**config.mk**
```make
export PLATFORM = sky130hd
export DESIGN_NAME = multitouch_slot_to_report_bridge_top
export DESIGN_NICKNAME = d
export VERILOG_FILES = /design/src/rtl/core/mtb_pkg.sv /design/src/rtl/core/multitouch_slot_to_report_bridge_top.sv
export SDC_FILE = /design/constraint.sdc
export NUM_CORES = 2
export LEC_CHECK = 0
export BUFFER_PORTS_ARGS = -buffer_cell sky130_fd_sc_hd__buf_2
export CORE_MARGIN = 5
export CORE_UTILIZATION = 60
export CTS_BUF_LIST = sky130_fd_sc_hd__clkbuf_8 sky130_fd_sc_hd__clkbuf_16
export CTS_CLUSTER_SIZE = 8
export DETAILED_ROUTE_END_ITERATION = 8
export HOLD_SLACK_MARGIN = 0.1
export PLACE_DENSITY = 0.75
export SYNTH_ARGS = -nofsm -noshare
export SYNTH_HDL_FRONTEND = slang
export SYNTH_SLANG_ARGS = --single-unit
```
**constraint.sdc**
```tcl
create_clock -name clk_i -period 28.4 [get_ports clk_i]
set_clock_uncertainty 0.05 [all_clocks]
set_input_delay 4.26 -clock clk_i [delete_from_list [all_inputs] [get_ports clk_i]]
set_output_delay 4.26 -clock clk_i [all_outputs]
set_load 0.03 [all_outputs]
```
**src/rtl/core/mtb_pkg.sv**
```systemverilog
// Package for the multitouch slot-to-report bridge: types, codes and microcode ROM.
package mtb_pkg;

  localparam int SLOTS = 4;
  localparam int SLOT_W = (SLOTS > 1) ? $clog2(SLOTS) : 1;
  localparam int PC_W = 5;
  localparam int CFG_IDX_W = 2;
  localparam int CFG_DATA_W = 18;
  localparam int PROD_W = 49;

  localparam logic [15:0] TYPE_SYN = 16'h0000;
  localparam logic [15:0] TYPE_ABS = 16'h0003;
  localparam logic [15:0] C_ABS_X = 16'h0000;
  localparam logic [15:0] C_ABS_Y = 16'h0001;
  localparam logic [15:0] C_SLOT = 16'h002f;
  localparam logic [15:0] C_TOUCH_MAJOR = 16'h0030;
  localparam logic [15:0] C_WIDTH_MAJOR = 16'h0032;
  localparam logic [15:0] C_POS_X = 16'h0035;
  localparam logic [15:0] C_POS_Y = 16'h0036;
  localparam logic [15:0] C_TRACK_ID = 16'h0039;
  localparam logic [15:0] C_SYN_REPORT = 16'h0000;
  localparam logic [15:0] C_SYN_MT_REPORT = 16'h0002;

  localparam logic [CFG_IDX_W-1:0] REG_DEVICE_INDEX = 2'd0;
  localparam logic [CFG_IDX_W-1:0] REG_SCALE_X = 2'd1;
  localparam logic [CFG_IDX_W-1:0] REG_SCALE_Y = 2'd2;
  localparam logic [CFG_IDX_W-1:0] REG_TOUCH_SIZE = 2'd3;

  // microprogram addresses
  localparam logic [PC_W-1:0] ST_IDLE = 5'd0;
  localparam logic [PC_W-1:0] ST_DISPATCH = 5'd1;
  localparam logic [PC_W-1:0] ST_SET_SLOT = 5'd2;
  localparam logic [PC_W-1:0] ST_SET_DOWN = 5'd3;
  localparam logic [PC_W-1:0] ST_MUL = 5'd4;
  localparam logic [PC_W-1:0] ST_STORE_POS = 5'd5;
  localparam logic [PC_W-1:0] ST_SYNC = 5'd6;
  localparam logic [PC_W-1:0] ST_TEST = 5'd7;
  localparam logic [PC_W-1:0] ST_NEXT_K = 5'd16;
  localparam logic [PC_W-1:0] ST_ANY = 5'd17;
  localparam logic [PC_W-1:0] ST_REPORT = 5'd19;

  typedef struct packed {
    logic [15:0]        ev_type;
    logic [15:0]        ev_code;
    logic signed [31:0] ev_value;
  } ev_in_t;

  typedef struct packed {
    logic [15:0]        out_type;
    logic [15:0]        out_code;
    logic signed [31:0] out_value;
    logic               last;
  } ev_out_t;

  typedef enum logic [3:0] {
    OP_WAIT_IN,
    OP_DISPATCH,
    OP_SET_SLOT,
    OP_SET_DOWN,
    OP_MUL,
    OP_STORE_POS,
    OP_CLR_K,
    OP_TEST,
    OP_EMIT,
    OP_NEXT_K,
    OP_ANY
  } op_e;

  typedef enum logic [2:0] {
    VS_ZERO,
    VS_X,
    VS_Y,
    VS_SIZE,
    VS_ID
  } vsel_e;

  typedef struct packed {
    op_e             op;
    logic            is_abs;
    logic [15:0]     code;
    vsel_e           vsel;
    logic            last;
    logic            jmp;
    logic [PC_W-1:0] target;
  } uword_t;

  function automatic uword_t mk(op_e op, logic is_abs, logic [15:0] code, vsel_e vsel,
                                logic last, logic jmp, logic [PC_W-1:0] target);
    uword_t w;
    w.op = op;
    w.is_abs = is_abs;
    w.code = code;
    w.vsel = vsel;
    w.last = last;
    w.jmp = jmp;
    w.target = target;
    return w;
  endfunction

  function automatic uword_t ucode(logic [PC_W-1:0] pc);
    uword_t w;
    case (pc)
      5'd0:    w = mk(OP_WAIT_IN, 1'b0, C_SYN_REPORT, VS_ZERO, 1'b0, 1'b0, ST_IDLE);
      5'd1:    w = mk(OP_DISPATCH, 1'b0, C_SYN_REPORT, VS_ZERO, 1'b0, 1'b0, ST_IDLE);
      5'd2:    w = mk(OP_SET_SLOT, 1'b0, C_SYN_REPORT, VS_ZERO, 1'b0, 1'b1, ST_IDLE);
      5'd3:    w = mk(OP_SET_DOWN, 1'b0, C_SYN_REPORT, VS_ZERO, 1'b0, 1'b1, ST_IDLE);
      5'd4:    w = mk(OP_MUL, 1'b0, C_SYN_REPORT, VS_ZERO, 1'b0, 1'b0, ST_IDLE);
      5'd5:    w = mk(OP_STORE_POS, 1'b0, C_SYN_REPORT, VS_ZERO, 1'b0, 1'b1, ST_IDLE);
      5'd6:    w = mk(OP_CLR_K, 1'b0, C_SYN_REPORT, VS_ZERO, 1'b0, 1'b0, ST_IDLE);
      5'd7:    w = mk(OP_TEST, 1'b0, C_SYN_REPORT, VS_ZERO, 1'b0, 1'b0, ST_NEXT_K);
      5'd8:    w = mk(OP_EMIT, 1'b1, C_ABS_X, VS_X, 1'b0, 1'b0, ST_IDLE);
      5'd9:    w = mk(OP_EMIT, 1'b1, C_ABS_Y, VS_Y, 1'b0, 1'b0, ST_IDLE);
      5'd10:   w = mk(OP_EMIT, 1'b1, C_POS_X, VS_X, 1'b0, 1'b0, ST_IDLE);
      5'd11:   w = mk(OP_EMIT, 1'b1, C_POS_Y, VS_Y, 1'b0, 1'b0, ST_IDLE);
      5'd12:   w = mk(OP_EMIT, 1'b1, C_TOUCH_MAJOR, VS_SIZE, 1'b0, 1'b0, ST_IDLE);
      5'd13:   w = mk(OP_EMIT, 1'b1, C_WIDTH_MAJOR, VS_SIZE, 1'b0, 1'b0, ST_IDLE);
      5'd14:   w = mk(OP_EMIT, 1'b1, C_TRACK_ID, VS_ID, 1'b0, 1'b0, ST_IDLE);
      5'd15:   w = mk(OP_EMIT, 1'b0, C_SYN_MT_REPORT, VS_ZERO, 1'b0, 1'b0, ST_IDLE);
      5'd16:   w = mk(OP_NEXT_K, 1'b0, C_SYN_REPORT, VS_ZERO, 1'b0, 1'b0, ST_TEST);
      5'd17:   w = mk(OP_ANY, 1'b0, C_SYN_REPORT, VS_ZERO, 1'b0, 1'b0, ST_REPORT);
      5'd18:   w = mk(OP_EMIT, 1'b0, C_SYN_MT_REPORT, VS_ZERO, 1'b0, 1'b0, ST_IDLE);
      5'd19:   w = mk(OP_EMIT, 1'b0, C_SYN_REPORT, VS_ZERO, 1'b1, 1'b1, ST_IDLE);
      default: w = mk(OP_WAIT_IN, 1'b0, C_SYN_REPORT, VS_ZERO, 1'b0, 1'b1, ST_IDLE);
    endcase
    return w;
  endfunction

endpackage

```
**src/rtl/core/multitouch_slot_to_report_bridge_top.sv**
```systemverilog
// Top level of the multitouch slot-to-report bridge: microcoded sequencer and datapath.
//
//   channel  | signals                               | transfer when
//   ---------+---------------------------------------+-------------------------
//   in       | in_valid_i, in_ready_o, in_data_i     | in_valid_i & in_ready_o
//   out      | out_valid_o, out_ready_i, out_data_o  | out_valid_o & out_ready_i
//   cfg      | cfg_we_i, cfg_idx_i, cfg_wdata_i      | cfg_we_i
//
// One event at a time. Slot and tracking events set the current slot and its down
// flag, position events multiply, then clamp, and ignored events return to idle. A
// sync report emits eight reports per down slot, then SYN_MT_REPORT if no slot was
// down, then SYN_REPORT; a slot's reports go one per cycle while the output drains.
// Output stalls hold the sequencer on the emitting step. Reset clears the slot
// table and the control and config registers at once; no clearing pass.
module multitouch_slot_to_report_bridge_top (
  input  logic                                 clk_i,
  input  logic                                 rst_ni,
  input  logic                                 in_valid_i,
  output logic                                 in_ready_o,
  input  mtb_pkg::ev_in_t                      in_data_i,
  output logic                                 out_valid_o,
  input  logic                                 out_ready_i,
  output mtb_pkg::ev_out_t                     out_data_o,
  input  logic                                 cfg_we_i,
  input  logic [mtb_pkg::CFG_IDX_W-1:0]        cfg_idx_i,
  input  logic [mtb_pkg::CFG_DATA_W-1:0]       cfg_wdata_i
);

  localparam logic [mtb_pkg::SLOT_W-1:0] LastSlot = mtb_pkg::SLOT_W'(mtb_pkg::SLOTS - 1);

  logic [2:0]  dev_q;
  logic [17:0] scale_x_q, scale_y_q;
  logic [7:0]  size_q;

  logic [mtb_pkg::PC_W-1:0]   pc_q, pc_d;
  logic [mtb_pkg::SLOT_W-1:0] cur_q, cur_d, k_q, k_d;
  logic                       any_q, any_d;
  logic [mtb_pkg::SLOTS-1:0]  down_q, down_d;
  logic [15:0]                fx_q [mtb_pkg::SLOTS];
  logic [15:0]                fy_q [mtb_pkg::SLOTS];
  logic                       pos_we;
  logic [15:0]                pos_val;

  mtb_pkg::ev_in_t  ev_q, ev_d;
  mtb_pkg::ev_out_t out_q, out_d;
  logic             out_valid_q, out_valid_d;
  logic [mtb_pkg::PROD_W-1:0] prod_q, prod_d;

  mtb_pkg::uword_t uw;
  logic            take;
  logic            is_abs_ev;
  logic [30:0]     raw;
  logic [17:0]     factor;
  logic [3:0]      id_base;
  logic [7:0]      track_id;
  logic [31:0]     value;

  assign uw = mtb_pkg::ucode(pc_q);
  assign is_abs_ev = (ev_q.ev_type == mtb_pkg::TYPE_ABS);
  assign raw = ev_q.ev_value[31] ? 31'd0 : ev_q.ev_value[30:0];
  assign factor = (ev_q.ev_code == mtb_pkg::C_POS_X) ? scale_x_q : scale_y_q;
  assign id_base = {dev_q, 1'b1};
  assign track_id = ({4'd0, id_base} << 3) + ({4'd0, id_base} << 1) + 8'(k_q);
  assign pos_val = (|prod_q[48:32]) ? 16'hffff : prod_q[31:16];

  always_comb begin
    case (uw.vsel)
      mtb_pkg::VS_X:    value = {16'd0, fx_q[k_q]};
      mtb_pkg::VS_Y:    value = {16'd0, fy_q[k_q]};
      mtb_pkg::VS_SIZE: value = {24'd0, size_q};
      mtb_pkg::VS_ID:   value = {24'd0, track_id};
      default:          value = 32'd0;
    endcase
  end

  always_comb begin
    pc_d = pc_q + 5'd1;
    take = uw.jmp;
    cur_d = cur_q;
    k_d = k_q;
    any_d = any_q;
    down_d = down_q;
    ev_d = ev_q;
    prod_d = prod_q;
    pos_we = 1'b0;
    out_d = out_q;
    out_valid_d = out_valid_q & ~out_ready_i;
    in_ready_o = 1'b0;
    case (uw.op)
      mtb_pkg::OP_WAIT_IN: begin
        in_ready_o = 1'b1;
        ev_d = in_data_i;
        if (!in_valid_i) begin
          pc_d = pc_q;
        end
      end
      mtb_pkg::OP_DISPATCH: begin
        take = 1'b1;
        if (is_abs_ev && ev_q.ev_code == mtb_pkg::C_SLOT) begin
          pc_d = mtb_pkg::ST_SET_SLOT;
        end else if (is_abs_ev && ev_q.ev_code == mtb_pkg::C_TRACK_ID) begin
          pc_d = mtb_pkg::ST_SET_DOWN;
        end else if (is_abs_ev && (ev_q.ev_code == mtb_pkg::C_POS_X ||
                                   ev_q.ev_code == mtb_pkg::C_POS_Y)) begin
          pc_d = mtb_pkg::ST_MUL;
        end else if (ev_q.ev_type == mtb_pkg::TYPE_SYN &&
                     ev_q.ev_code == mtb_pkg::C_SYN_REPORT) begin
          pc_d = mtb_pkg::ST_SYNC;
        end else begin
          pc_d = mtb_pkg::ST_IDLE;
        end
      end
      mtb_pkg::OP_SET_SLOT: begin
        if (!ev_q.ev_value[31] && ev_q.ev_value[30:0] < 31'(mtb_pkg::SLOTS)) begin
          cur_d = ev_q.ev_value[mtb_pkg::SLOT_W-1:0];
        end
      end
      mtb_pkg::OP_SET_DOWN: begin
        down_d[cur_q] = ~(&ev_q.ev_value);
      end
      mtb_pkg::OP_MUL: begin
        prod_d = mtb_pkg::PROD_W'(raw * factor);
      end
      mtb_pkg::OP_STORE_POS: begin
        pos_we = 1'b1;
      end
      mtb_pkg::OP_CLR_K: begin
        k_d = '0;
        any_d = 1'b0;
      end
      mtb_pkg::OP_TEST: begin
        take = ~down_q[k_q];
        any_d = any_q | down_q[k_q];
      end
      mtb_pkg::OP_EMIT: begin
        if (!out_valid_q || out_ready_i) begin
          out_d.out_type = uw.is_abs ? mtb_pkg::TYPE_ABS : mtb_pkg::TYPE_SYN;
          out_d.out_code = uw.code;
          out_d.out_value = value;
          out_d.last = uw.last;
          out_valid_d = 1'b1;
        end else begin
          pc_d = pc_q;
          take = 1'b0;
        end
      end
      mtb_pkg::OP_NEXT_K: begin
        take = (k_q != LastSlot);
        if (k_q != LastSlot) begin
          k_d = k_q + 1'b1;
        end
      end
      mtb_pkg::OP_ANY: begin
        take = any_q;
      end
      default: begin
        take = 1'b1;
      end
    endcase
    if (take && uw.op != mtb_pkg::OP_DISPATCH) begin
      pc_d = uw.target;
    end
  end

  always_ff @(posedge clk_i or negedge rst_ni) begin
    if (!rst_ni) begin
      pc_q <= mtb_pkg::ST_IDLE;
      cur_q <= '0;
      k_q <= '0;
      any_q <= 1'b0;
      down_q <= '0;
      out_valid_q <= 1'b0;
      dev_q <= 3'd0;
      scale_x_q <= 18'd65536;
      scale_y_q <= 18'd65536;
      size_q <= 8'd0;
      for (int i = 0; i < mtb_pkg::SLOTS; i++) begin
        fx_q[i] <= 16'd0;
        fy_q[i] <= 16'd0;
      end
    end else begin
      pc_q <= pc_d;
      cur_q <= cur_d;
      k_q <= k_d;
      any_q <= any_d;
      down_q <= down_d;
      out_valid_q <= out_valid_d;
      if (pos_we) begin
        if (ev_q.ev_code == mtb_pkg::C_POS_X) begin
          fx_q[cur_q] <= pos_val;
        end else begin
          fy_q[cur_q] <= pos_val;
        end
      end
      if (cfg_we_i) begin
        case (cfg_idx_i)
          mtb_pkg::REG_DEVICE_INDEX: dev_q <= cfg_wdata_i[2:0];
          mtb_pkg::REG_SCALE_X:      scale_x_q <= cfg_wdata_i;
          mtb_pkg::REG_SCALE_Y:      scale_y_q <= cfg_wdata_i;
          mtb_pkg::REG_TOUCH_SIZE:   size_q <= cfg_wdata_i[7:0];
          default: begin
          end
        endcase
      end
    end
  end

  always_ff @(posedge clk_i) begin
    ev_q <= ev_d;
    prod_q <= prod_d;
    out_q <= out_d;
  end

  assign out_valid_o = out_valid_q;
  assign out_data_o = out_q;

endmodule

```
==> flow_summary_export.csv <==
group,metric,value,unit
yosys,ys_warn_count,0,
final_layout,finish.instance_area,0.0326,sq mm
yosys,post_synth.cell_area_avg,9.94,sq um
cts,cts_num_sinks,310,
worst_setup_path,path_max_fanout,36,
timing,worst_relative_slew_slack,3.95,%
final_layout,filler_cell_count,4012,
yosys,most_numerous_cell_in_the_yosys_netlist,"sky130_fd_sc_hd__inv_1",
timing,clock.fmax,116,MHz
floorplanning,floorplan.initialDensity,60.5,%
cts,postCtsSetupBuffers,0,
worst_setup_path,worstRegToRegCells,22,
worst_setup_path,reg2reg_slack,19.76,ns
job,max_cap_violations,0,
timing,hold_viol_final,0,
place,placed_cells,3733,
min_path,worst_hold_path.endpoint,"fy_q[40]",
drt,vias_per_cell,5.83,
timing,final_max_slew_viol_count,0,
timing,setup_repair_after_global_routing_missed_its_margin,"false",
grt,grt_max_degree,113,
grt,total_routing_usage_reported_by_global_routing,30.9,%
min_path,hold_start,"fy_q[40]",
yosys,synth_async_sr_flop_share,61.3,%
yosys,synth.ff_latch_count,310,
yosys,yosys_most_used_dff,"sky130_fd_sc_hd__dfrtp_1",
final_layout,syn_to_final_growth,7.54,%
yosys,yosysTopAreaCellShare,30.5,%
grt,globalRouteOverflowTotal,0,
yosys,ys_top_cells_by_count,"sky130_fd_sc_hd__inv_1 (526), sky130_fd_sc_hd__fa_1 (462), sky130_fd_sc_hd__nand2_1 (451), sky130_fd_sc_hd__nor2_1 (337), sky130_fd_sc_hd__dfrtp_1 (188)",
worst_setup_path,rr_startpoint,"ev_q[35]",
cts,cts.hold.buffers_added,0,
worst_setup_path,critical_path_class,"flip-flop to flip-flop",
worst_setup_path,critical_path.reg2reg.endpoint,"prod_q[32]",
yosys,yosysSeqAreaShare,27.6,%
cts,cts_buffer_depth,3,
floorplanning,die_outline_height,235,microns
timing,worstMarginPinSlew,1.44,ns
cts,clk_pin_slew,0.05,ns
floorplanning,die_x,235,microns
yosys,syn-cell-area,0.0303,sq mm
timing,setup_total_negative_slack,0,ns
place,detailedPlace.worstSlack,19.86,ns
worst_setup_path,crit_path_start_kind,"flip-flop",
cts,cts_repair_resize_count,0,
cts,clock_insertion_delay_at_the_later_pin_of_the_skew_report,0.59,ns
final_layout,area_occupied_by_registers,0.00836,sq mm
worst_setup_path,endpoint_kind,"flip-flop",
worst_setup_path,wp_data_required,28.67,ns
floorplanning,placementRows,82,
min_path,hold_depth,2,
outcome,run_status,"completed",
drt,vias,22200,
drt,route.detailed.drc,0,
drt,post_drt_wl_per_cell,22.0,microns
yosys,post_synth_inst_count,3047,
timing,final.period_utilization,30.4,%
place,gpl.final_weighted_congestion,0.973,
drt,detail-route-antenna-nets,0,
yosys,synth-edff-count,120,
timing,post-route-min-period,8.64,ns
drt,detailedRoute.firstIterationViolations,1880,
final_layout,layout.cells.non_filler,3807,
timing,timing.final.setup_violations,0,
cts,ctsHtreeMaxLevel,2,
final_layout,layout-drive-gt1-share,11.4,%
cts,root_buffer,"sky130_fd_sc_hd__clkbuf_16",
grt,initial_antenna_violation_count,1,
floorplanning,floorplan.die_area,0.0551,sq mm
place,port_buffers,115,
drt,totalWireLength,83600,microns
floorplanning,core_area,0.0501,sq mm
worst_setup_path,critPathArrivalTime,8.91,ns
cts,cts_inserted_buffers,45,
yosys,synth.top_cells.by_area,"sky130_fd_sc_hd__fa_1 (31%), sky130_fd_sc_hd__dfrtp_1 (16%), sky130_fd_sc_hd__edfxtp_1 (12%), sky130_fd_sc_hd__inv_1 (6.5%), sky130_fd_sc_hd__nand2_1 (5.6%)",
final_layout,final_nets,3789,
grt,grt_first_pass_wirelength,133000,microns
cts,clock_tree_from_tritoncts,"yes",
yosys,post-synth-top-area-cell,"sky130_fd_sc_hd__fa_1",
yosys,synth.lib_cells_used.distinct,78,
final_layout,multiInputGateArea,0.0192,sq mm
grt,first_global_vias,24200,
place,dp_hpwl,62900,microns
drt,drt_pre_antenna_iters,6,
timing,timing.final.ws_setup,19.76,ns
place,postPlaceCellArea,0.0312,sq mm
min_path,min-delay-path-class,"flip-flop to flip-flop",
floorplanning,floorplan.io_pins,156,
[placed cells by master (no fill, tap or decap), types with 12 or more instances in the layout]
master / netlist / final
sky130_fd_sc_hd__nor4_1: 21 / 20
sky130_fd_sc_hd__a21o_1: 12 / 12
sky130_fd_sc_hd__fa_1: 462 / 462
sky130_fd_sc_hd__buf_4: 57 / 44
sky130_fd_sc_hd__mux2_2: 71 / 71
sky130_fd_sc_hd__nor2_1: 337 / 336
sky130_fd_sc_hd__o21ai_0: 88 / 88
sky130_fd_sc_hd__nand4_1: 27 / 27
sky130_fd_sc_hd__clkbuf_16: 0 / 46
sky130_fd_sc_hd__ha_1: 130 / 130
sky130_fd_sc_hd__buf_2: 33 / 114
sky130_fd_sc_hd__dfrtp_1: 188 / 187
sky130_fd_sc_hd__inv_1: 526 / 548
sky130_fd_sc_hd__mux2i_1: 22 / 16
sky130_fd_sc_hd__nor3_1: 17 / 16
sky130_fd_sc_hd__xor2_1: 14 / 14
sky130_fd_sc_hd__xnor2_1: 24 / 24
sky130_fd_sc_hd__nor2b_1: 40 / 37
sky130_fd_sc_hd__mux4_2: 33 / 33
sky130_fd_sc_hd__a21oi_1: 109 / 109
sky130_fd_sc_hd__nand2_1: 451 / 451
sky130_fd_sc_hd__conb_1: 1 / 40
sky130_fd_sc_hd__nand2b_1: 44 / 44
sky130_fd_sc_hd__edfxtp_1: 120 / 120
[worst max-delay path: stages (launching register included)]
cell	delay, ns
sky130_fd_sc_hd__edfxtp_1	0.39
sky130_fd_sc_hd__nor3_1	0.30
sky130_fd_sc_hd__nand4_1	0.19
sky130_fd_sc_hd__nor4b_2	0.28
sky130_fd_sc_hd__buf_4	0.55
sky130_fd_sc_hd__mux2_2	0.81
sky130_fd_sc_hd__nand2_1	0.18
sky130_fd_sc_hd__fa_1	0.56
sky130_fd_sc_hd__fa_1	0.59
sky130_fd_sc_hd__fa_1	0.46
sky130_fd_sc_hd__fa_1	0.55
sky130_fd_sc_hd__inv_1	0.05
sky130_fd_sc_hd__fa_1	0.49
sky130_fd_sc_hd__fa_1	0.41
sky130_fd_sc_hd__ha_1	0.30
sky130_fd_sc_hd__o21a_1	0.19
sky130_fd_sc_hd__o21a_1	0.22
sky130_fd_sc_hd__a22oi_1	0.60
sky130_fd_sc_hd__o21ai_0	0.36
sky130_fd_sc_hd__a21bo_2	0.30
sky130_fd_sc_hd__a21oi_1	0.21
sky130_fd_sc_hd__o21ai_0	0.14
sky130_fd_sc_hd__xor2_1	0.16
[flip-flops by register name (all words and copies together), names as in the netlist]
| signal | count |
|---|---|
| ev_q | 64 |
| fx_q | 64 |
| fy_q | 64 |
| prod_q | 33 |
| out_data_o | 23 |
| scale_x_q | 18 |
| scale_y_q | 18 |
| size_q | 8 |
| pc_q | 5 |
| down_q | 4 |
| dev_q | 3 |
| cur_q | 2 |
| k_q | 2 |
| any_q | 1 |
| out_valid_o | 1 |
[area by class of cell]
class	count	share of cell area (%)
timing repair buffer	159	2.80
sequential	310	25.7
multi-input combinational	2065	58.8
clock buffer	47	3.58
clock inverter	26	0.515
antenna	1	0.00768
tap	672	2.58
inverter	527	6.07
[per-stage QoR]
step	hold slack (ns)	util [%]
floorplan	0.395	-
global placement	0.406	62.4
detailed placement	0.418	62.4
CTS	0.428	65.1
global route	0.450	65.1
finish	0.427	65.1
[routing by layer]
layer  track usage, %  up-vias  routed length (microns)
li1                 -     9538                        -
met1             39.4    11200                    31300
met2             50.5     1117                    39600
met3             6.31      311                     7560
met4             15.9        2                     5060
met5                0        -                        9
[cells by family (layout without fill, tap and decap cells)]
kind of cell / Yosys count / count (layout) / synth area share [%]
adders and majority gates: 592 / 592 / 35.9
AOI/OAI and AO/OA: 278 / 278 / 5.53
buffers and inverters: 711 / 759 / 9.86
DFF: 310 / 310 / 27.6
and+or+nand+nor: 991 / 991 / 14.2
muxes: 126 / 126 / 5.82
other: 1 / 41 / 0.0124
xor gates and xnor gates: 38 / 38 / 1.10
[worst max path at each step]
stage                     startpoint          to  slack [ns]
after floorplan              pc_q[0]  in_ready_o       15.53
after CTS                   ev_q[39]  prod_q[32]       19.79
final                       ev_q[35]  prod_q[32]       19.76
after global placement      ev_q[41]  prod_q[47]       19.94
after detailed placement    ev_q[39]  prod_q[42]       19.86
after global routing        ev_q[39]  prod_q[42]       19.28
Power is left out: the tool's default activity adds up to more than one toggle a clock period on the data nets, which glitch-free logic cannot reach.
